--- src/hw/rtl/wpce_pkg.sv ---
// shared types and constants for the wav pcm channel extractor
// no dependencies; used by the parser, the result queue and the top level
`timescale 1ns / 1ps

package wpce_pkg;

    localparam int unsigned POS_W = 27;
    localparam logic [POS_W-1:0] POS_MAX = '1;
    localparam int unsigned MAX_FILE_BYTES_DEF = 100000000;
    localparam logic [POS_W-1:0] MIN_FILE_BYTES = 27'd45;
    localparam logic [POS_W-1:0] TAG_SEARCH_START = 27'd36;
    localparam logic [23:0] TAG_HEAD = 24'h646174;
    localparam logic [7:0] TAG_TAIL = 8'h61;

    localparam int unsigned RES_DEPTH = 4;
    localparam int unsigned RES_PTR_W = $clog2(RES_DEPTH);
    localparam int unsigned RES_CNT_W = RES_PTR_W + 1;

    typedef enum logic [1:0] {
        ERR_NONE     = 2'd0,
        ERR_LENGTH   = 2'd1,
        ERR_CHANNELS = 2'd2,
        ERR_NO_TAG   = 2'd3
    } t_err;

    typedef enum logic {
        KIND_SAMPLE = 1'b0,
        KIND_STATUS = 1'b1
    } t_kind;

    typedef struct packed {
        t_kind              kind;
        logic signed [15:0] sample;
        t_err               err;
        logic [15:0]        chan;
        logic [31:0]        rate;
        logic [15:0]        bits;
        logic [31:0]        size;
    } t_result;

    typedef struct packed {
        logic    first_en;
        logic    second_en;
        t_result first;
        t_result second;
    } t_push;

endpackage

--- src/hw/rtl/wpce_parser.sv ---
// header capture, data tag search and first-channel sample extraction
// depends on wpce_pkg; pushes up to two results per byte into the result queue
`timescale 1ns / 1ps

module wpce_parser #(
    parameter int unsigned MAX_FILE_BYTES = wpce_pkg::MAX_FILE_BYTES_DEF
) (
    input  logic                          i_clk,
    input  logic                          i_rst_n,
    input  logic                          i_cfg_we,
    input  logic [wpce_pkg::POS_W-1:0]    i_cfg_data,
    input  logic                          i_accept,
    input  logic [7:0]                    i_data_byte,
    input  logic                          i_last_byte,
    output wpce_pkg::t_push               o_push
);

    localparam logic [wpce_pkg::POS_W-1:0] MAX_LEN = wpce_pkg::POS_W'(MAX_FILE_BYTES);

    logic [wpce_pkg::POS_W-1:0] r_file_len;
    logic [wpce_pkg::POS_W-1:0] r_pos,      n_pos;
    logic [31:0]                r_riff,     n_riff;
    logic [15:0]                r_chan,     n_chan;
    logic [31:0]                r_rate,     n_rate;
    logic [15:0]                r_bits,     n_bits;
    logic [23:0]                r_win,      n_win;
    logic                       r_tag,      n_tag;
    logic [31:0]                r_size,     n_size;
    logic [wpce_pkg::POS_W-1:0] r_nsp,      n_nsp;
    logic [32:0]                r_consumed, n_consumed;
    logic [7:0]                 r_low,      n_low;

    logic                       len_ok;
    logic                       in_file;
    logic [wpce_pkg::POS_W:0]   tag_nsp;
    logic [wpce_pkg::POS_W-1:0] size_gap;
    logic [2:0]                 size_sel;
    logic [16:0]                stride;
    logic [33:0]                cons_sum;
    logic [wpce_pkg::POS_W:0]   step_nsp;
    logic                       emit_smp;
    logic                       emit_stat;
    logic signed [15:0]         smp;
    wpce_pkg::t_err             err;
    wpce_pkg::t_result          res_smp;
    wpce_pkg::t_result          res_stat;

    assign len_ok  = (r_file_len >= wpce_pkg::MIN_FILE_BYTES) && (r_file_len <= MAX_LEN);
    assign in_file = r_pos < r_file_len;
    assign tag_nsp = {1'b0, r_pos} + (wpce_pkg::POS_W + 1)'(5);
    assign size_gap = r_nsp - r_pos;
    assign size_sel = 3'd4 - size_gap[2:0];

    always_comb begin
        n_pos      = r_pos;
        n_riff     = r_riff;
        n_chan     = r_chan;
        n_rate     = r_rate;
        n_bits     = r_bits;
        n_win      = r_win;
        n_tag      = r_tag;
        n_size     = r_size;
        n_nsp      = r_nsp;
        n_consumed = r_consumed;
        n_low      = r_low;
        emit_smp   = 1'b0;
        emit_stat  = 1'b0;
        smp        = '0;
        err        = wpce_pkg::ERR_NONE;
        stride     = '0;
        cons_sum   = '0;
        step_nsp   = '0;

        if (in_file) begin
            // little-endian header fields
            if (r_pos inside {[27'd4:27'd7]}) begin
                n_riff = r_riff | ({24'b0, i_data_byte} << {r_pos[1:0], 3'b0});
            end else if (r_pos inside {27'd22, 27'd23}) begin
                n_chan = r_chan | ({8'b0, i_data_byte} << {r_pos[0], 3'b0});
            end else if (r_pos inside {[27'd24:27'd27]}) begin
                n_rate = r_rate | ({24'b0, i_data_byte} << {r_pos[1:0], 3'b0});
            end else if (r_pos inside {27'd34, 27'd35}) begin
                n_bits = r_bits | ({8'b0, i_data_byte} << {r_pos[0], 3'b0});
            end

            if (!r_tag) begin
                if (r_pos >= wpce_pkg::TAG_SEARCH_START + 27'd3 &&
                    ({5'b0, r_pos} + 32'd1) < r_riff &&
                    r_win == wpce_pkg::TAG_HEAD && i_data_byte == wpce_pkg::TAG_TAIL) begin
                    n_tag = 1'b1;
                    n_nsp = tag_nsp[wpce_pkg::POS_W] ? wpce_pkg::POS_MAX
                                                      : tag_nsp[wpce_pkg::POS_W-1:0];
                end
            end else if (r_consumed == '0 && r_pos < r_nsp && size_gap <= 27'd4) begin
                n_size = r_size | ({24'b0, i_data_byte} << {size_sel[1:0], 3'b0});
            end

            n_win = {r_win[15:0], i_data_byte};

            if (n_tag && len_ok && n_chan != '0) begin
                stride   = {n_chan, 1'b0};
                cons_sum = {1'b0, r_consumed} + {17'b0, stride};
                step_nsp = {1'b0, n_nsp} + {11'b0, stride};
                if (r_pos == n_nsp) begin
                    n_low = i_data_byte;
                end else if ({1'b0, r_pos} == {1'b0, n_nsp} + 28'd1 &&
                             cons_sum <= {2'b0, n_size}) begin
                    emit_smp   = 1'b1;
                    smp        = {i_data_byte, r_low};
                    n_consumed = cons_sum[32:0];
                    n_nsp      = step_nsp[wpce_pkg::POS_W] ? wpce_pkg::POS_MAX
                                                            : step_nsp[wpce_pkg::POS_W-1:0];
                end
            end
        end

        if (r_pos != wpce_pkg::POS_MAX) begin
            n_pos = r_pos + 27'd1;
        end

        if (!len_ok) begin
            err = wpce_pkg::ERR_LENGTH;
        end else if (n_chan == '0) begin
            err = wpce_pkg::ERR_CHANNELS;
        end else if (!n_tag) begin
            err = wpce_pkg::ERR_NO_TAG;
        end

        // both results carry the header fields as of this byte
        res_smp.kind   = wpce_pkg::KIND_SAMPLE;
        res_smp.sample = smp;
        res_smp.err    = wpce_pkg::ERR_NONE;
        res_smp.chan   = n_chan;
        res_smp.rate   = n_rate;
        res_smp.bits   = n_bits;
        res_smp.size   = n_size;
        res_stat        = res_smp;
        res_stat.kind   = wpce_pkg::KIND_STATUS;
        res_stat.sample = '0;
        res_stat.err    = err;

        if (i_last_byte) begin
            emit_stat  = 1'b1;
            n_pos      = '0;
            n_riff     = '0;
            n_chan     = '0;
            n_rate     = '0;
            n_bits     = '0;
            n_win      = '0;
            n_tag      = 1'b0;
            n_size     = '0;
            n_nsp      = '0;
            n_consumed = '0;
            n_low      = '0;
        end
    end

    always_comb begin
        o_push.first_en  = i_accept && (emit_smp || emit_stat);
        o_push.second_en = i_accept && emit_smp && emit_stat;
        o_push.first     = emit_smp ? res_smp : res_stat;
        o_push.second    = res_stat;
    end

    always_ff @(posedge i_clk) begin
        if (!i_rst_n) begin
            r_file_len <= '0;
            r_pos      <= '0;
            r_riff     <= '0;
            r_chan     <= '0;
            r_rate     <= '0;
            r_bits     <= '0;
            r_win      <= '0;
            r_tag      <= 1'b0;
            r_size     <= '0;
            r_nsp      <= '0;
            r_consumed <= '0;
            r_low      <= '0;
        end else begin
            if (i_cfg_we) begin
                r_file_len <= i_cfg_data;
            end
            if (i_accept) begin
                r_pos      <= n_pos;
                r_riff     <= n_riff;
                r_chan     <= n_chan;
                r_rate     <= n_rate;
                r_bits     <= n_bits;
                r_win      <= n_win;
                r_tag      <= n_tag;
                r_size     <= n_size;
                r_nsp      <= n_nsp;
                r_consumed <= n_consumed;
                r_low      <= n_low;
            end
        end
    end

`ifndef SYNTHESIS
    a_samples_need_tag: assert property (@(posedge i_clk) disable iff (!i_rst_n)
        (i_accept && emit_smp) |-> (r_tag && len_ok))
        else $error("sample emitted without data tag or with bad length");

    a_consumed_bounded: assert property (@(posedge i_clk) disable iff (!i_rst_n)
        ({1'b0, r_consumed} <= {2'b0, r_size}))
        else $error("consumed data bytes exceed data size");

    a_last_clears: assert property (@(posedge i_clk) disable iff (!i_rst_n)
        (i_accept && i_last_byte) |=> (r_pos == '0 && !r_tag && r_consumed == '0))
        else $error("state not cleared after last byte");
`endif

endmodule

--- src/hw/rtl/wpce_res_fifo.sv ---
// four-entry result queue between the parser and the output channel
// depends on wpce_pkg; takes up to two results per cycle, hands out one when popped
`timescale 1ns / 1ps

module wpce_res_fifo (
    input  logic                 i_clk,
    input  logic                 i_rst_n,
    input  wpce_pkg::t_push      i_push,
    input  logic                 i_pop,
    output wpce_pkg::t_result    o_head,
    output logic                 o_valid,
    output logic                 o_almost_full
);

    wpce_pkg::t_result                r_mem [wpce_pkg::RES_DEPTH];
    logic [wpce_pkg::RES_PTR_W-1:0]   r_wr, n_wr;
    logic [wpce_pkg::RES_PTR_W-1:0]   r_rd, n_rd;
    logic [wpce_pkg::RES_CNT_W-1:0]   r_count, n_count;
    logic [wpce_pkg::RES_CNT_W-1:0]   push_n;
    logic [wpce_pkg::RES_PTR_W-1:0]   wr_next;
    logic                             pop_ok;

    assign o_valid       = r_count != '0;
    assign o_head        = r_mem[r_rd];
    assign o_almost_full = r_count > wpce_pkg::RES_CNT_W'(wpce_pkg::RES_DEPTH - 2);
    assign pop_ok        = i_pop && o_valid;
    assign wr_next       = r_wr + wpce_pkg::RES_PTR_W'(1);
    assign push_n        = wpce_pkg::RES_CNT_W'(i_push.first_en)
                         + wpce_pkg::RES_CNT_W'(i_push.second_en);

    always_comb begin
        n_wr    = r_wr + push_n[wpce_pkg::RES_PTR_W-1:0];
        n_rd    = pop_ok ? r_rd + wpce_pkg::RES_PTR_W'(1) : r_rd;
        n_count = r_count + push_n - wpce_pkg::RES_CNT_W'(pop_ok);
    end

    always_ff @(posedge i_clk) begin
        if (i_push.first_en) begin
            r_mem[r_wr] <= i_push.first;
        end
        if (i_push.second_en) begin
            r_mem[wr_next] <= i_push.second;
        end
    end

    always_ff @(posedge i_clk) begin
        if (!i_rst_n) begin
            r_wr    <= '0;
            r_rd    <= '0;
            r_count <= '0;
        end else begin
            r_wr    <= n_wr;
            r_rd    <= n_rd;
            r_count <= n_count;
        end
    end

`ifndef SYNTHESIS
    a_count_bounded: assert property (@(posedge i_clk) disable iff (!i_rst_n)
        r_count <= wpce_pkg::RES_CNT_W'(wpce_pkg::RES_DEPTH))
        else $error("result queue count above depth");

    a_second_needs_first: assert property (@(posedge i_clk) disable iff (!i_rst_n)
        i_push.second_en |-> i_push.first_en)
        else $error("second result pushed without first");

    a_no_push_when_full: assert property (@(posedge i_clk) disable iff (!i_rst_n)
        o_almost_full |-> !i_push.first_en)
        else $error("push into result queue with fewer than two free entries");

    a_pop_only: assert property (@(posedge i_clk) disable iff (!i_rst_n)
        (pop_ok && !i_push.first_en) |=> r_count == $past(r_count) - 1'b1)
        else $error("count did not drop on a lone pop");
`endif

endmodule

--- src/hw/rtl/wav_pcm_channel_extractor.sv ---
// top level of the wav pcm channel extractor
// depends on wpce_pkg, wpce_parser and wpce_res_fifo
`timescale 1ns / 1ps

// Takes one WAV file byte per transfer and can take a byte in every cycle. Each byte is
// handled in the cycle it is accepted; the results it causes (a first-channel sample,
// and on the byte marked last also a status result) go into a four-entry result queue
// that feeds the output channel one result per cycle when not stalled. The input stalls
// while fewer than two queue entries are free, so with the output never stalled the
// block runs at one byte per cycle; a file's last byte may push two results. Write
// file_length through the configuration channel before the first byte of a file.

module wav_pcm_channel_extractor #(
    parameter int unsigned MAX_FILE_BYTES = wpce_pkg::MAX_FILE_BYTES_DEF
) (
    input  logic                        i_clk,
    input  logic                        i_rst_n,
    input  logic                        i_cfg_valid,
    output logic                        o_cfg_ready,
    input  logic [wpce_pkg::POS_W-1:0]  i_cfg_data,
    input  logic                        i_in_valid,
    output logic                        o_in_stall,
    input  logic [7:0]                  i_data_byte,
    input  logic                        i_last_byte,
    output logic                        o_out_valid,
    input  logic                        i_out_stall,
    output logic                        o_kind,
    output logic signed [15:0]          o_sample,
    output logic [1:0]                  o_error_code,
    output logic [15:0]                 o_channel_count,
    output logic [31:0]                 o_rate_hz,
    output logic [15:0]                 o_sample_bits,
    output logic [31:0]                 o_payload_size
);

    wpce_pkg::t_push   push;
    wpce_pkg::t_result head;
    logic              accept;
    logic              almost_full;

    assign o_cfg_ready = 1'b1;
    assign o_in_stall  = almost_full;
    assign accept      = i_in_valid && !almost_full;

    wpce_parser #(
        .MAX_FILE_BYTES (MAX_FILE_BYTES)
    ) u_parser (
        .i_clk       (i_clk),
        .i_rst_n     (i_rst_n),
        .i_cfg_we    (i_cfg_valid),
        .i_cfg_data  (i_cfg_data),
        .i_accept    (accept),
        .i_data_byte (i_data_byte),
        .i_last_byte (i_last_byte),
        .o_push      (push)
    );

    wpce_res_fifo u_res_fifo (
        .i_clk         (i_clk),
        .i_rst_n       (i_rst_n),
        .i_push        (push),
        .i_pop         (!i_out_stall),
        .o_head        (head),
        .o_valid       (o_out_valid),
        .o_almost_full (almost_full)
    );

    assign o_kind          = head.kind;
    assign o_sample        = head.sample;
    assign o_error_code    = head.err;
    assign o_channel_count = head.chan;
    assign o_rate_hz       = head.rate;
    assign o_sample_bits   = head.bits;
    assign o_payload_size  = head.size;

endmodule

--- config.mk ---
export PLATFORM = sky130hd
export DESIGN_NAME = wav_pcm_channel_extractor
export DESIGN_NICKNAME = d
export VERILOG_FILES = /design/src/hw/rtl/wpce_pkg.sv /design/src/hw/rtl/wpce_parser.sv /design/src/hw/rtl/wpce_res_fifo.sv /design/src/hw/rtl/wav_pcm_channel_extractor.sv
export SDC_FILE = /design/constraint.sdc
export NUM_CORES = 2
export LEC_CHECK = 0
export ABC_CLOCK_PERIOD_IN_PS = 35100
export BUFFER_PORTS_ARGS = -buffer_cell sky130_fd_sc_hd__buf_2
export CAP_MARGIN = 30
export CORE_ASPECT_RATIO = 2
export CORE_MARGIN = 3
export CORE_UTILIZATION = 45
export CTS_CLUSTER_DIAMETER = 40
export DETAILED_ROUTE_END_ITERATION = 6
export GPL_ROUTABILITY_DRIVEN = 0
export RECOVER_POWER = 50
export SYNTH_ARGS = -nofsm -noshare
export SYNTH_HDL_FRONTEND = slang
export SYNTH_SLANG_ARGS = --single-unit
--- constraint.sdc ---
create_clock -name i_clk -period 35.1 [get_ports i_clk]
set_clock_uncertainty 0.05 [all_clocks]
set_input_delay 0 -clock i_clk [delete_from_list [all_inputs] [get_ports i_clk]]
set_output_delay 0 -clock i_clk [all_outputs]
set_load 0.005 [all_outputs]
Yosys cells after proc, flatten, opt, wreduce, memory -nomap -nowiden
Memories as Yosys holds them, arrays and structs flattened. A register that Yosys moved wholly into a read port is not among the register bits.
Index checks and enable logic that the tools add are counted.
{ "word_totals": {"ff_bits": 282, "ram_bits": 460, "input_bits": 41, "elab_cells": 168, "n_memories": 1} }
{ "memory_table": {"columns": ["name", "depth", "width", "rd", "rd_clocked_by_memory_dff", "write_ports", "line_no", "text"], "rows": [
  ["u_res_fifo.r_mem", 4, 115, 1, 1, 2, "wpce_res_fifo.sv:15", "wpce_pkg::t_result r_mem [wpce_pkg::RES_DEPTH];"]
]} }
{ "op_classes": {"add_sub_neg": 14, "n_lt_le_gt_ge": 13, "n_eq_ne": 10, "n_shift": 3, "muxes": 71, "n_bitwise": 5, "n_reduce_logical": 36} }
{ "ops": {"columns": ["cell", "count"], "rows": [
  ["$mux 32", 13],
  ["$mux 27", 12],
  ["$mux 16", 15],
  ["$mux 33", 5],
  ["$mux 115", 1],
  ["$or 32x32->32", 3],
  ["$shl 8x5->32", 2],
  ["$add 27x1->28 const B", 2],
  ["$eq 27x5->1 const B", 2],
  ["$eq 27x6->1 const B", 2],
  ["$ge 27x6->1 const B", 2],
  ["$le 27x3->1 const B", 2],
  ["$lt 27x27->1", 2],
  ["$mux 24", 2],
  ["$add 33x17->34", 1],
  ["$le 34x32->1", 1],
  ["$logic_not 33->1", 1],
  ["$lt 32x32->1", 1],
  ["$mux 8", 4],
  ["$or 16x16->16", 2],
  ["$add 27x17->28", 1],
  ["$add 27x3->28 const B", 1],
  ["$eq 27x28->1", 1],
  ["$add 27x1->27 const B", 1],
  ["other kinds (31)", 73]
]} }

Longest topological paths before layout
{ "logic_depth": {"depth_word": 20, "depth_mapped": 44, "depth_no_buf": 41} }

Hierarchy
A second synthesis with hierarchy kept.
{ "hier_totals": {"cells_unflattened": 4009, "hier_area_um2": 44393.8} }
{ "modules_own_cells": {"columns": ["module", "instances", "cells_per_inst", "area_per_inst_um2"], "rows": [
  ["wpce_res_fifo", 1, 1161, 22556.6],
  ["wpce_parser", 1, 2844, 21808.4],
  ["wav_pcm_channel_extractor", 1, 4, 28.8]
]} }

Least setup slack after synthesis
OpenSTA, ideal clock, no wires.
{ "synth_path": {"path_kind": "reg2reg", "startpoint": "register u_parser.r_pos[0] in the netlist's numbering", "endpoint": "memory u_res_fifo.r_mem[3][0] in the netlist's numbering, enable pin", "setup_time_ns": 0.451, "arrival_ns": 10.744, "required_ns": 34.599, "path_slack_ns": 23.855, "path_stages_with_launch": 38, "path_cell_list": "dfxtp_1 ha_1 clkbuf_1 nand2_1 nor4_1 nand3_1 nor3_1 and3_1 clkbuf_1 nand4_1 xnor2_1 ha_1 a21oi_1 nand2_1 a221o_1 a221oi_1 a211oi_2 nor2_1 [... 2 more ...] buf_1 o21ai_0 inv_1 ha_1 buf_1 a21boi_0 nand4_1 a31o_2 mux2i_2 xnor2_1 a2111o_1 or4_4 nor4_4 maj3_1 nand3_1 clkbuf_1 clkbuf_1 inv_1"} }
{ "synth_rtl": {"columns": ["item", "line_no", "text"], "rows": [
  ["start, declared", "wpce_parser.sv:21", "logic [wpce_pkg::POS_W-1:0] r_pos, n_pos;"],
  ["start signal, assigned", "wpce_parser.sv:184", "r_pos <= n_pos;"],
  ["end, declared", "wpce_res_fifo.sv:15", null]
]} }

==> impl_metrics.tcl <==
set metrics [dict create \
    max_cap_violations 15 \
    syn_inst 3829 \
    cts_root_buf "clkbuf_16" \
    grt_pass1_vias 31450 \
    nFillCells 7674 \
    h-tree-depth 3 \
    worst_slack_ns 17.02 \
    dieArea_sq_mm 0.08964 \
    ys_seq_area_share_pct 48.64 \
    arrival_ns 18.28 \
    criticalPathCategory "flop to flop" \
    synth-edff-count 392 \
    violations "max-capacitance violations, max-slew violations" \
    num-nets-final 4180 \
    cp_common_cell "clkbuf_1" \
    dpl-instance-area_sq_mm 0.04064 \
    slowest_delay_ns 2.76 \
    post-route-period-util_pct 51.51 \
    antenna_found_initial 2 \
    cp-end-kind "flop" \
    post_drt_wl_per_cell_um 26.83 \
    synth_nets 4027 \
    io_pins 159 \
    startpoint_type "flop" \
    status "finished with violations" \
    cts-resized-gates 0 \
    rows 151 \
    worst-slew-pin-transition_ns 7.766 \
    clk_latency_ns 0.68 \
    max-vdd-ir-drop_mv 0.03747 \
    power_density_mw_per_mm2 49.94 \
    cts.sinks 743 \
    power.leakage_nw 14.87 \
    drive_gt1_share_pct 10.95 \
    synthFlopType "edfxtp_1" \
    avgSynthCellArea_sq_um 10.09 \
    core_area_sq_mm 0.08483 \
    routed_wl_mm 137.2 \
    drt_iter0_drc 2652 \
    area.growth.synth_to_final_pct 12.61 \
    grt_pass1_wl_mm 201.9 \
    slew_headroom_pct -417.7 \
    pre_cts_slack_ns 23.27 \
    diodes 0 \
    tns_ns 0 \
    chipWidth_um 213.2 \
    drtPass1Iterations 7 \
    synth-async-reset-ratio_pct 0 \
    hold_class "primary input to flop" \
    io_buffers 157 \
    setup-violations-final 0 \
    gr-usage-met2_pct 53.66 \
    min_period_ns 18.08 \
    start_util_pct 45.56 \
    dpl.hpwl_mm 96.72 \
    rsz0062_at_grt "false" \
    cts_buffers 76 \
    grt_max_degree 89 \
    final_cell_area_sq_mm 0.04352 \
    crit_required_ns 35.30 \
    vias_per_cell 6.219 \
    critPathMaxFanout 68 \
    clk_pin_slew_ns 0.07 \
    postRouteAntennaNets 0 \
    netlist-cell-type-count 96 \
    grt_busiest_layer "met2" \
    cts_tree "done" \
    report.power.total_mw 2.173 \
    drv_slew 644 \
    gr-usage-met1_pct 31.22 \
    grt-ovfl-total 0 \
    ys_ff_latch 743 \
    syn_area_sq_mm 0.03864 \
    clock_path_buffers 3 \
    num_vias 31810 \
    met3_usage_pct 5.575 \
    crit_slowest_cell "clkbuf_1" \
    track_usage_pct 30.30 \
    die_h_um 420.4 \
    route.detailed.drc 0 \
    yosysWarnings 0 \
    fmax_mhz 55.31 \
    hold_viol_final 0 \
]
[cell families after synthesis]
kind of cell    count (synthesis)  share of synthesized area [%]
buf+inv                       391                          4.138
flops                         743                          48.64
simple gates                 1402                          16.91
other cells                     1                       0.009704
xor+xnor                      137                          3.105
fa+ha+maj                     158                          5.187
compound gates                819                          13.63
mux                           178                          8.379
[synthesized netlist by cell type, drive strengths merged, types with 23 or more instances]
cell	number	area (sq um)
and2	23	143.9
nor2	720	2715
mux4	115	2590
inv	143	536.8
nor2b	26	162.7
clkbuf	164	618.1
nor4	49	352.8
mux2i	55	558.0
ha	153	1914
edfxtp	392	11770
nand4	66	442.9
a21oi	298	1499
xor2	27	236.5
xnor2	110	963.4
dfxtp	351	7027
nor3	149	767.0
nand3	86	430.4
o21ai	136	688.2
a22oi	48	360.4
buf	80	429.2
nand2b	31	193.9
a22o	93	814.5
nand2	145	544.3
a31oi	40	250.2
a21o	53	397.9
[cell usage in the layout, fill, tap and decap left out, types with 86 or more instances in the layout]
cell type  instances
nand2_1          143
nor3_1           146
nand3_1           86
dfxtp_1          350
a22o_1            93
xnor2_1          110
a21oi_1          298
ha_1             153
edfxtp_1         392
mux4_2           115
clkbuf_1         128
nor2_1           716
o21ai_0          131
inv_1            137
[path summary, 6_finish.rpt]
kind | from | endpoint | slack [ns] | depth (start not counted)
worst min-delay path | i_data_byte[1] | u_parser.r_riff[9]$_SDFFE_PN0P_ | 0.05 | 4
worst min register to register | u_parser.r_rate[7]$_SDFFE_PN0P_ | u_parser.r_rate[7]$_SDFFE_PN0P_ | 0.42 | 2
worst max-delay path | u_parser.r_pos[0]$_SDFFE_PN0P_ | u_res_fifo.r_mem[2][83]$_DFFE_PP_ | 17.02 | 34
worst max register to register | u_parser.r_pos[0]$_SDFFE_PN0P_ | u_res_fifo.r_mem[2][83]$_DFFE_PP_ | 17.02 | 34
[sequential cells by signal, indices dropped and copies added, names as in the netlist, named ones only]
name	count
u_res_fifo.r_mem	460
u_parser.r_consumed	32
u_parser.r_rate	32
u_parser.r_riff	32
u_parser.r_size	32
u_parser.r_file_len	27
u_parser.r_nsp	27
u_parser.r_pos	27
u_parser.r_win	24
u_parser.r_bits	16
u_parser.r_chan	16
u_parser.r_low	8
u_res_fifo.r_count	3
u_res_fifo.r_rd	2
u_res_fifo.r_wr	2
u_parser.r_tag	1
[timing repair]
action	CTS	global route
setup buffers	0	0
endpoints found under the hold margin	86	0
hold buffers	63	0
[final cells by class]
cell class	count	area (sq um)	share of cell area [%]
clock buffer	90	2036	4.678
clock inverter	50	551.8	1.268
inverter	147	560.5	1.288
multi-input combinational	2695	18280	42.00
sequential	743	18800	43.20
tap	1071	1340	3.079
timing repair buffer	319	1951	4.482
[power by group]
| group | leakage [nW] | internal [mW] | total, mW | switching, mW |
|---|---|---|---|---|
| registers | 6.15 | 0.935 | 0.955 | 0.0197 |
| logic | 7.47 | 0.156 | 0.372 | 0.216 |
| clock network | 1.25 | 0.470 | 0.846 | 0.376 |
| total | 14.9 | 1.56 | 2.17 | 0.611 |
[critical path: cells and delay by family, from the launching register on]
| family | cells | cell delay (ns) |
|---|---|---|
| xor+xnor | 1 | 0.27 |
| simple gates | 12 | 3.76 |
| buf+inv | 6 | 8.75 |
| compound gates | 11 | 2.59 |
| flops | 1 | 0.31 |
| fa+ha+maj | 3 | 1.53 |
| mux | 1 | 0.18 |
[through the flow]
step | util (%) | cells | hold WS [ns]
after floorplan | - | 3829 | 0.09717
after global placement | 47.77 | 4899 | 0.1852
after detailed placement | 47.91 | 4907 | 0.1913
after CTS | 51.70 | 5110 | 0.002640
after global routing | 51.30 | 5115 | 0.01820
final | 51.30 | 5115 | 0.05164
[per-layer routing]
metal | wire length [um] | part of all wire [%] | vias up
li1 | - | - | 14330
met1 | 46570 | 34 | 15480
met2 | 69480 | 51 | 1409
met3 | 7866 | 5.7 | 592
met4 | 13310 | 9.7 | 2
met5 | 16 | 0.012 | -
(Power assumes the default switching activity.)
